[src/design/lkvc_pkg.sv]
// lkvc_pkg: shared types and constants for the LRU key/value cache.
// Request and response payload structs, operation codes, fixed field widths.
// No dependencies.
package lkvc_pkg;

    localparam int KEY_W   = 32;
    localparam int VALUE_W = 32;
    localparam int CAP_W   = 5;

    localparam logic [CAP_W-1:0]          CAP_RESET  = 5'd16;
    localparam logic signed [VALUE_W-1:0] VALUE_MISS = -32'sd1;
    localparam logic signed [VALUE_W-1:0] VALUE_PUT  = 32'sd0;

    typedef enum logic {
        OP_GET = 1'b0,
        OP_PUT = 1'b1
    } t_op;

    typedef struct packed {
        t_op                        op;
        logic signed [KEY_W-1:0]    key;
        logic signed [VALUE_W-1:0]  value;
    } t_req;

    typedef struct packed {
        logic                       found;
        logic signed [VALUE_W-1:0]  value_out;
        logic                       evicted;
    } t_rsp;

endpackage

[src/design/lru_key_value_cache.sv]
// lru_key_value_cache: fully associative key/value store with LRU replacement.
// Depends on lkvc_pkg (payload structs, op codes, widths).
//
// Usage:
//   Request channel (i_req_valid / o_req_ready / i_req) carries a get or a put.
//   Response channel (o_rsp_valid / i_rsp_ready / o_rsp) returns one response
//   per request, in order: found flag, value (hit value, -1 on get miss, 0 on
//   put) and an evicted flag for a put that pushed out the least recent entry.
//   i_cfg_we / i_cfg_wdata write the capacity register (0 reads as 1, values
//   above MAX_ENTRIES read as MAX_ENTRIES); any write empties the store. Write
//   it only while no transaction is in flight.
// Pipeline: a request goes into the request register, then through lookup/update
//   into the response register, which drives o_rsp_valid and o_rsp.
// Throughput: one transaction per cycle while responses are taken. All
//   MAX_ENTRIES key compares and the rank update run in parallel in the lookup
//   stage, so each access sees the store as the previous access left it.
// Reset: valid bits, fill count and ranks clear; capacity returns to 16.
// Stall: the response register holds until taken; the request register then
//   fills and o_req_ready drops until the response side moves again.
module lru_key_value_cache #(
    parameter int MAX_ENTRIES = 16
) (
    input  logic                      i_clk,
    input  logic                      i_rst_n,
    input  logic                      i_req_valid,
    output logic                      o_req_ready,
    input  lkvc_pkg::t_req            i_req,
    output logic                      o_rsp_valid,
    input  logic                      i_rsp_ready,
    output lkvc_pkg::t_rsp            o_rsp,
    input  logic                      i_cfg_we,
    input  logic [lkvc_pkg::CAP_W-1:0] i_cfg_wdata
);

    localparam int RANK_W = (MAX_ENTRIES > 1) ? $clog2(MAX_ENTRIES) : 1;
    localparam int FILL_W = $clog2(MAX_ENTRIES + 1);
    localparam int CMP_W  = (FILL_W > lkvc_pkg::CAP_W) ? FILL_W : lkvc_pkg::CAP_W;

    // store
    logic signed [lkvc_pkg::KEY_W-1:0]   r_key   [MAX_ENTRIES];
    logic signed [lkvc_pkg::VALUE_W-1:0] r_value [MAX_ENTRIES];
    logic [MAX_ENTRIES-1:0]              r_valid, n_valid;
    logic [RANK_W-1:0]                   r_rank  [MAX_ENTRIES];
    logic [RANK_W-1:0]                   n_rank  [MAX_ENTRIES];
    logic [FILL_W-1:0]                   r_fill, n_fill;
    logic [lkvc_pkg::CAP_W-1:0]          r_capacity;

    // pipeline
    lkvc_pkg::t_req r_req;
    logic           r_req_valid;
    lkvc_pkg::t_rsp r_rsp, n_rsp;
    logic           r_rsp_valid;
    logic           fire;

    // lookup stage
    logic [MAX_ENTRIES-1:0]              hit_oh, victim_oh, slot_oh;
    logic [MAX_ENTRIES-1:0]              key_wr;
    logic                                hit;
    logic [RANK_W-1:0]                   hit_rank;
    logic signed [lkvc_pkg::VALUE_W-1:0] hit_value;
    logic [CMP_W-1:0]                    cap_eff;
    logic                                full;
    logic [RANK_W-1:0]                   lru_rank;

    assign fire        = r_req_valid && (!r_rsp_valid || i_rsp_ready);
    assign o_req_ready = !r_req_valid || fire;
    assign o_rsp_valid = r_rsp_valid;
    assign o_rsp       = r_rsp;

    always_comb begin
        cap_eff = lkvc_pkg::CAP_W'(0) == r_capacity ? CMP_W'(1) :
                  (CMP_W'(r_capacity) > CMP_W'(MAX_ENTRIES) ? CMP_W'(MAX_ENTRIES)
                                                            : CMP_W'(r_capacity));
        full     = (CMP_W'(r_fill) >= cap_eff) && (r_fill != '0);
        lru_rank = RANK_W'(r_fill - FILL_W'(1));
    end

    // parallel compare; keys of valid entries are distinct, first match wins anyway
    always_comb begin
        logic seen;
        seen      = 1'b0;
        hit_oh    = '0;
        hit_rank  = '0;
        hit_value = '0;
        for (int i = 0; i < MAX_ENTRIES; i++) begin
            if (!seen && r_valid[i] && r_key[i] == r_req.key) begin
                seen      = 1'b1;
                hit_oh[i] = 1'b1;
                hit_rank  = r_rank[i];
                hit_value = r_value[i];
            end
        end
        hit = seen;
    end

    // victim is the valid entry holding the oldest rank; the new key then goes
    // to the lowest free slot, counting the victim's slot as free
    always_comb begin
        logic vseen;
        logic fseen;
        vseen     = 1'b0;
        fseen     = 1'b0;
        victim_oh = '0;
        slot_oh   = '0;
        for (int i = 0; i < MAX_ENTRIES; i++) begin
            if (full && !vseen && r_valid[i] && r_rank[i] == lru_rank) begin
                vseen        = 1'b1;
                victim_oh[i] = 1'b1;
            end
        end
        for (int i = 0; i < MAX_ENTRIES; i++) begin
            if (!fseen && (!r_valid[i] || victim_oh[i])) begin
                fseen      = 1'b1;
                slot_oh[i] = 1'b1;
            end
        end
    end

    always_comb begin
        logic is_put;
        logic insert;
        is_put  = (r_req.op == lkvc_pkg::OP_PUT);
        insert  = is_put && !hit;
        n_valid = r_valid;
        n_fill  = r_fill;
        key_wr  = '0;
        for (int i = 0; i < MAX_ENTRIES; i++) begin
            n_rank[i] = r_rank[i];
        end

        if (hit) begin
            for (int i = 0; i < MAX_ENTRIES; i++) begin
                if (hit_oh[i]) begin
                    n_rank[i] = '0;
                end else if (r_valid[i] && r_rank[i] < hit_rank) begin
                    n_rank[i] = r_rank[i] + RANK_W'(1);
                end
            end
        end else if (insert) begin
            for (int i = 0; i < MAX_ENTRIES; i++) begin
                if (slot_oh[i]) begin
                    n_valid[i] = 1'b1;
                    n_rank[i]  = '0;
                    key_wr[i]  = 1'b1;
                end else if (victim_oh[i]) begin
                    n_valid[i] = 1'b0;
                    n_rank[i]  = '0;
                end else if (r_valid[i]) begin
                    n_rank[i] = r_rank[i] + RANK_W'(1);
                end
            end
            // eviction and insert cancel out in the count
            if (victim_oh == '0 && slot_oh != '0) begin
                n_fill = r_fill + FILL_W'(1);
            end
        end

        n_rsp.found     = hit;
        n_rsp.evicted   = insert && (victim_oh != '0);
        n_rsp.value_out = is_put ? lkvc_pkg::VALUE_PUT
                                 : (hit ? hit_value : lkvc_pkg::VALUE_MISS);
    end

    always_ff @(posedge i_clk) begin
        if (!i_rst_n) begin
            r_req_valid <= 1'b0;
            r_rsp_valid <= 1'b0;
            r_valid     <= '0;
            r_fill      <= '0;
            r_capacity  <= lkvc_pkg::CAP_RESET;
            for (int i = 0; i < MAX_ENTRIES; i++) begin
                r_rank[i] <= '0;
            end
        end else begin
            if (o_req_ready) begin
                r_req_valid <= i_req_valid;
            end
            if (fire) begin
                r_rsp_valid <= 1'b1;
            end else if (i_rsp_ready) begin
                r_rsp_valid <= 1'b0;
            end
            if (i_cfg_we) begin
                r_capacity <= i_cfg_wdata;
                r_valid    <= '0;
                r_fill     <= '0;
                for (int i = 0; i < MAX_ENTRIES; i++) begin
                    r_rank[i] <= '0;
                end
            end else if (fire) begin
                r_valid <= n_valid;
                r_fill  <= n_fill;
                for (int i = 0; i < MAX_ENTRIES; i++) begin
                    r_rank[i] <= n_rank[i];
                end
            end
        end
    end

    // payload registers, no reset
    always_ff @(posedge i_clk) begin
        if (o_req_ready && i_req_valid) begin
            r_req <= i_req;
        end
        if (fire) begin
            r_rsp <= n_rsp;
        end
        for (int i = 0; i < MAX_ENTRIES; i++) begin
            if (fire && !i_cfg_we && (key_wr[i] || hit_oh[i])
                && r_req.op == lkvc_pkg::OP_PUT) begin
                r_key[i]   <= r_req.key;
                r_value[i] <= r_req.value;
            end
        end
    end

    // checks
    a_fill_bound: assert property (@(posedge i_clk) disable iff (!i_rst_n)
        CMP_W'(r_fill) <= CMP_W'(MAX_ENTRIES))
        else $error("fill count above entry count");

    a_fill_matches_valid: assert property (@(posedge i_clk) disable iff (!i_rst_n)
        $countones(r_valid) == int'(r_fill))
        else $error("fill count disagrees with valid bits");

    a_evict_only_on_miss: assert property (@(posedge i_clk) disable iff (!i_rst_n)
        (r_rsp_valid && r_rsp.evicted) |-> !r_rsp.found)
        else $error("eviction reported on a hit");

    a_cfg_empties: assert property (@(posedge i_clk) disable iff (!i_rst_n)
        i_cfg_we |=> (r_fill == '0 && r_valid == '0))
        else $error("capacity write did not empty the store");

endmodule

[config.mk]
export PLATFORM = sky130hd
export DESIGN_NAME = lru_key_value_cache
export DESIGN_NICKNAME = d
export VERILOG_FILES = /design/src/design/lkvc_pkg.sv /design/src/design/lru_key_value_cache.sv
export SDC_FILE = /design/constraint.sdc
export NUM_CORES = 2
export LEC_CHECK = 0
export ABC_AREA = 1
export BUFFER_PORTS_ARGS = -buffer_cell sky130_fd_sc_hd__buf_2
export CORE_UTILIZATION = 55
export DETAILED_ROUTE_END_ITERATION = 16
export GPL_TIMING_DRIVEN = 0
export PLACE_DENSITY_LB_ADDON = 0.05
export RECOVER_POWER = 25
export SLEW_MARGIN = 20
export SYNTH_ARGS = -nofsm -noshare
export SYNTH_HDL_FRONTEND = slang
export SYNTH_SLANG_ARGS = --single-unit
[constraint.sdc]
create_clock -name i_clk -period 11.7 [get_ports i_clk]
set_input_delay 1.17 -clock i_clk [delete_from_list [all_inputs] [get_ports i_clk]]
set_output_delay 1.17 -clock i_clk [all_outputs]
set_load 0.02 [all_outputs]
* Word-level counts from Yosys, hierarchy flattened
Memories as Yosys holds them, arrays and structs flattened. Index checks and enable logic that the tools add are counted.
Storage, ports and cells: output and inout port bits 36, memories kept 3, RAM bits 1088, register bits after elaboration 127
Memory list:
- r_key | words 16, width 32, read ports 16, clocked after Yosys merged registers in 0, write ports 1, RTL line lru_key_value_cache.sv:40 | logic signed [lkvc_pkg::KEY_W-1:0] r_key [MAX_ENTRIES];
- r_value | words 16, width 32, read ports 16, clocked after Yosys merged registers in 0, write ports 1, RTL line lru_key_value_cache.sv:41 | logic signed [lkvc_pkg::VALUE_W-1:0] r_value [MAX_ENTRIES];
- r_rank | words 16, width 4, read ports 16, clocked after Yosys merged registers in 0, write ports 16, RTL line lru_key_value_cache.sv:43 | logic [RANK_W-1:0] r_rank [MAX_ENTRIES];
Cells by class: muxes and demuxes 422, bitwise logic cells 34, order comparisons 18, reductions and logical operators 317, equality and inequality tests 32, add/subtract/negate cells 18
Operators with widths (count):
- 32-bit 2-to-1 mux | 47
- 32-bit OR reduction | 30
- 4-bit 2-to-1 mux | 158
- 32-bit equality test | 16
- 1-bit 2-to-1 mux | 211
- 1-bit logical AND | 148
- 64-bit 2-to-1 mux | 2
- 4-bit AND reduction | 17
- 1-bit logical NOT | 65
- 4-bit by 1-bit adder with 4-bit output (second input constant) | 16
- 4-bit equality test | 16
- 4-bit < comparator | 16
- 1-bit logical OR | 34
- 2-bit nonzero test | 17
- 16-bit 2-to-1 mux | 2
- 1-bit bitwise OR | 32
- 16-bit nonzero test | 2
- 16-bit logical NOT | 1
- 5-bit 2-to-1 mux | 2
- 5-bit by 1-bit adder with 5-bit output (second input constant) | 1
- 5-bit >= comparator | 1
- 5-bit greater-than comparator (second input constant) | 1
- 5-bit logical NOT | 1
- 5-bit nonzero test | 1
- other kinds (3) | 4

* Longest topological paths before layout
depth after elaboration 110, gate-level depth with buffers 40, mapped depth without buffers 38

* Worst setup path before layout
Ideal clock, no wire load.
kind register -> register, from register r_capacity[3] (netlist bit), to memory r_key[1][224] (netlist bit) (enable), data arrival time 6.428 ns, data required time 11.193 ns, path buffers 0, cell stages (with the launch flop) 33, library setup time 0.507 ns, path slack 4.765 ns, clock period less this slack 6.935 ns, cells stage by stage dfxtp_1 > inv_1 > nand4_1 > nand2_1 > nand2_1 > ha_1 > a21oi_1 > nand3b_1 > o2111ai_1 > nand2_1 > inv_1 > nand3b_1 > nor2_2 > nor2_2 > nand2_2 > nand2_1 > nor2_1 > nand2_1 > nor2_1 > nand2_1 > nor2_1 > nand3_2 > nor2_4 > nand3_2 > nor2_2 > inv_1 > nor2_2 > inv_1 > nor2_1 > nand2_1 > inv_1 > nand2_1 > a21oi_1
On the way: cells in the longest elaborated chain, start to end 96, elaborated cells between the ends (all ways) 317, those cells by class 2 x order compare; 142 x mux; 173 x reduce/logical
Ends and longest elaborated chain:
- start, declared | RTL line lru_key_value_cache.sv:46 | logic [lkvc_pkg::CAP_W-1:0] r_capacity;
- start signal, assigned | RTL line lru_key_value_cache.sv:170 | r_capacity <= lkvc_pkg::CAP_RESET;
- start signal, assigned | RTL line lru_key_value_cache.sv:184 | r_capacity <= i_cfg_wdata;
- 5-bit greater-than comparator | RTL line lru_key_value_cache.sv:72 | (CMP_W'(r_capacity) > CMP_W'(MAX_ENTRIES) ? CMP_W'(MAX_ENTRIES)
- 5-bit 2-to-1 mux | RTL line lru_key_value_cache.sv:72
- 5-bit 2-to-1 mux * | RTL line lru_key_value_cache.sv:71 | cap_eff = lkvc_pkg::CAP_W'(0) == r_capacity ? CMP_W'(1) :
- 5-bit >= comparator * | RTL line lru_key_value_cache.sv:74 | full = (CMP_W'(r_fill) >= cap_eff) && (r_fill != '0);
- 1-bit logical AND * | RTL line lru_key_value_cache.sv:74
- 1-bit logical AND (2 in series) | RTL line lru_key_value_cache.sv:106 | if (full && !vseen && r_valid[i] && r_rank[i] == lru_rank) begin
- 1-bit 2-to-1 mux | RTL line lru_key_value_cache.sv:106
- 1-bit logical NOT | RTL line lru_key_value_cache.sv:106
- (+79 left out)
- 16-bit 2-to-1 mux * | RTL line lru_key_value_cache.sv:131 | if (hit) begin
- 1-bit logical OR | RTL line lru_key_value_cache.sv:209 | if (fire && !i_cfg_we && (key_wr[i] || hit_oh[i])
- 1-bit logical AND | RTL line lru_key_value_cache.sv:209
- 1-bit logical AND | RTL line lru_key_value_cache.sv:210 | && r_req.op == lkvc_pkg::OP_PUT) begin
- 1-bit 2-to-1 mux | RTL line lru_key_value_cache.sv:209
- 1-bit 2-to-1 mux (implied by the code) | RTL line lru_key_value_cache.sv:211 | r_key[i] <= r_req.key;
- 32-bit OR reduction (no source line)
- 4-bit 2-to-1 mux (no source line) or 1-bit 2-to-1 mux (tied branches)
- end, declared | RTL line lru_key_value_cache.sv:40
Every way passes the cells marked *; elsewhere a longest branch is shown, timed or not.

==> results.json <==
{
  "start_kind": "flop",
  "route.final.wire_length_um": 173000,
  "portBuffers": 110,
  "tritoncts.num_buffers": 130,
  "maxCapViolations": 0,
  "cts_hold_buf": 0,
  "cp_data_arrival_time_ns": 8.92,
  "wl_per_cell_um": 28.2,
  "die-area_um2": 97700,
  "synth_enable_flop_cells": 1183,
  "ctsResizeCount": 0,
  "synth-seq-area-share": 0.681,
  "post_synth.cell_area_avg_um2": 12.0,
  "place_inst": 5896,
  "netlist.area_leader.share": 0.669,
  "min-delay-path-class": "flop to flop",
  "crit_type": "flop to flop",
  "finalHoldViolCount": 0,
  "placed_area_um2": 57400,
  "clk_transition_reported_paths_ns": 0.05,
  "fmax_mhz": 117,
  "cts.path.max_buffers": 3,
  "tritoncts": "built",
  "detailedPlacementHpwl_um": 120000,
  "nNetsFinal": 4917,
  "rows": 113,
  "post_route_cells_drive_above_1_share": 0.117,
  "groute.usage.overall": 0.353,
  "number_of_sinks_handled_by_clock_tree_synthesis": 1215,
  "period_needed_ns": 8.52,
  "grt_overflow": 0,
  "ant_nets": 0,
  "postSynthNetCount": 4586,
  "grt_start_max_net_pins": 40,
  "synth_async_sr_flop_share": 0,
  "worstPathRequired_ns": 12.10,
  "layout_worst_path_cycle_share": 0.729,
  "ctsRootBufferMaster": "sky130_fd_sc_hd__clkbuf_16",
  "postSynthCellCount": 4439,
  "outcome": "finished, final reports clean",
  "pwr_density_cell_nw_per_um2": 151,
  "synth_area_um2": 53100,
  "final_core_util": 0.644,
  "htree_levels": 4,
  "core_region_area_um2": 95300,
  "vias": 37800,
  "chipHeight_um": 313,
  "drc_markers": 0,
  "cts.repair_timing.setup_buffer_count": 0,
  "setup-violations-final": 0,
  "ir_worst_vdd_uv": 119,
  "antenna_found_initial": 8,
  "timing_max_transition_violations_final": 0,
  "finalWeightedCongestion": 0.957,
  "slew-limit-headroom": 0.0957,
  "tightestPinTransition_ns": 1.35,
  "chipWidth_um": 313,
  "global_route_wire_length_before_repair_um": 244000,
  "finalNonFillerCells": 6131,
  "postSynth.topFlopCell": "sky130_fd_sc_hd__edfxtp_1",
  "grt_pass1_vias": 35000,
  "number_of_flip_flops_and_latches_in_the_synthesized_netlist": 1215,
  "vias_per_cell": 6.17,
  "synth.top_cells.by_area": "sky130_fd_sc_hd__edfxtp_1 67%, sky130_fd_sc_hd__nand2_1 6.5%, sky130_fd_sc_hd__o21ai_0 2.6%",
  "rsz0062_at_grt": "false",
  "p_total_uw": 9230,
  "clk-insertion-delay-late_ns": 0.77,
  "power_leakage_uw": 0.0220,
  "first_pass_iters": 6,
  "yosys_warnings": 0,
  "drt_first_iter_violations": 5978,
  "skew_ns": 0.0320,
  "setup.worst_path.end_class": "flop",
  "pin_count": 111,
  "worstPathMaxFanout": 16,
  "area_growth_synth_to_finish_pct": 15.6,
  "floorplan.initialDensity": 0.557,
  "layout.cell_area.non_filler_um2": 61400,
  "post_synth_num_cell_types": 64,
  "yosys_top_cell_by_area": "sky130_fd_sc_hd__edfxtp_1"
}
## metrics by stage
step                      setup slack [ns]  hold WS [ns]  setup TNS (ns)
after floorplan                       4.76         0.439               0
after global placement              -0.684         0.453         -297.62
after detailed placement              3.25         0.464               0
after CTS                             3.23         0.473               0
after global routing                  3.12         0.504               0
final                                 3.18         0.476               0
## registers in the layout, indices dropped and copies added, names as in the netlist
register and cells:
r_req_valid 1, r_rank 64, o_rsp 34, r_valid 16
r_fill 5, r_req 65, r_value 512, r_capacity 5
r_key 512, o_rsp_valid 1
## placed cells by master, fill, tap and decap left out, types with 27 or more instances in the layout
cell type and count:
sky130_fd_sc_hd__buf_16 58, sky130_fd_sc_hd__o2111ai_1 37, sky130_fd_sc_hd__nor4_1 33, sky130_fd_sc_hd__ha_1 72, sky130_fd_sc_hd__nor3_1 47, sky130_fd_sc_hd__edfxtp_1 1183, sky130_fd_sc_hd__nand2_1 921, sky130_fd_sc_hd__buf_4 27
sky130_fd_sc_hd__o22ai_1 64, sky130_fd_sc_hd__inv_1 313, sky130_fd_sc_hd__clkbuf_1 125, sky130_fd_sc_hd__a21oi_1 176, sky130_fd_sc_hd__nor2_1 268, sky130_fd_sc_hd__inv_2 28, sky130_fd_sc_hd__xnor2_1 116, sky130_fd_sc_hd__nand4_1 74
sky130_fd_sc_hd__nand3_1 132, sky130_fd_sc_hd__o21ai_0 276, sky130_fd_sc_hd__dfxtp_1 32, sky130_fd_sc_hd__buf_2 158, sky130_fd_sc_hd__xor2_1 126, sky130_fd_sc_hd__clkinv_1 39, sky130_fd_sc_hd__clkbuf_16 130, sky130_fd_sc_hd__or2_2 40
sky130_fd_sc_hd__o211ai_1 38, sky130_fd_sc_hd__a211oi_1 37
## routing by layer
metal	vias up	part of all wire	global-route usage
li1	16500	-	-
met2	2454	0.42	0.502
met5	-	0.0011	0.0106
met3	382	0.14	0.0979
met4	8	0.038	0.133
met1	18400	0.40	0.519
## worst max-delay path, stage by stage (launching register included)
cell and delay (ns):
sky130_fd_sc_hd__edfxtp_1 0.50, sky130_fd_sc_hd__clkbuf_1 0.77, sky130_fd_sc_hd__buf_8 0.27, sky130_fd_sc_hd__buf_2 0.59, sky130_fd_sc_hd__xnor2_1 0.19, sky130_fd_sc_hd__nand2_1 0.07, sky130_fd_sc_hd__nor3_1 0.80, sky130_fd_sc_hd__nand2_1 0.14
sky130_fd_sc_hd__nand3b_1 0.32, sky130_fd_sc_hd__nor3_1 0.54, sky130_fd_sc_hd__inv_1 0.19, sky130_fd_sc_hd__nand2_2 0.12, sky130_fd_sc_hd__nor2_2 0.05, sky130_fd_sc_hd__nand2_2 0.13, sky130_fd_sc_hd__nor2_8 0.08, sky130_fd_sc_hd__nand2_1 0.11
sky130_fd_sc_hd__clkbuf_1 0.41, sky130_fd_sc_hd__clkbuf_1 0.55, sky130_fd_sc_hd__o21ai_0 0.18, sky130_fd_sc_hd__o21ai_1 0.19, sky130_fd_sc_hd__nand2_1 0.07, sky130_fd_sc_hd__nand2_1 0.85, sky130_fd_sc_hd__ha_1 0.39, sky130_fd_sc_hd__nand2_1 0.07
sky130_fd_sc_hd__nand2_1 0.06, sky130_fd_sc_hd__nand2_1 0.06, sky130_fd_sc_hd__nand2_1 0.04, sky130_fd_sc_hd__a21oi_1 0.36
## worst paths after layout
kind	from	endpoint	slack, ns	cells past startpoint
max	r_req[51]$_DFFE_PP_	r_rank[0][10]$_SDFFCE_PN0P_	3.18	27
min	r_valid[3]$_SDFFE_PP0P_	r_valid[3]$_SDFFE_PP0P_	0.48	2
max reg2reg	r_req[51]$_DFFE_PP_	r_rank[0][10]$_SDFFCE_PN0P_	3.18	27
min reg2reg	r_valid[3]$_SDFFE_PP0P_	r_valid[3]$_SDFFE_PP0P_	0.48	2
## report_power, final
group	switching (µW)	leakage, µW	total [µW]	internal (µW)
Clock	1740	0.00191	3890	2150
Combinational	286	0.00901	415	128
Sequential	104	0.0111	4930	4820
Total	2130	0.0220	9230	7100
## synth_stat cells, drive strengths merged, types with 3 or more instances
cell,n
a211o,3
a31oi,8
xnor2,116
a22o,22
o32ai,8
nand2,930
and3,5
and2,3
a2111oi,12
buf,96
clkinv,9
o21bai,19
o22ai,64
xor2,126
edfxtp,1183
nor3,48
a221oi,25
nand3b,10
a21oi,193
o211ai,38
o2111ai,37
clkbuf,86
nor4,33
a31o,4
o21ai,285
dfxtp,32
nor2,292
o31ai,13
nand4,76
ha,72
a211oi,37
nand3,137
or2,50
inv,343
o221ai,10
## kinds of logic (layout without fill, tap and decap cells)
logic type	after synthesis	after routing	share of synthesized area
fa+ha+maj	72	72	0.0170
other cells	0	2	0
buf+inv	534	959	0.0412
flops	1215	1215	0.681
simple gates	1590	1590	0.130
compound gates	786	786	0.0900
xor+xnor	242	242	0.0399
## cell type report
cell class	count	area, µm²
multi-input cells	2690	14900
inverters	352	1330
well taps	1265	1580
plain buffers	182	865
clock inverters	65	561
flip-flops and latches	1215	36200
diodes	2	5.00
clock buffers	161	3370
repair buffers	199	2550
fillers	7282	33900
Power figures use the tool's default switching activity.
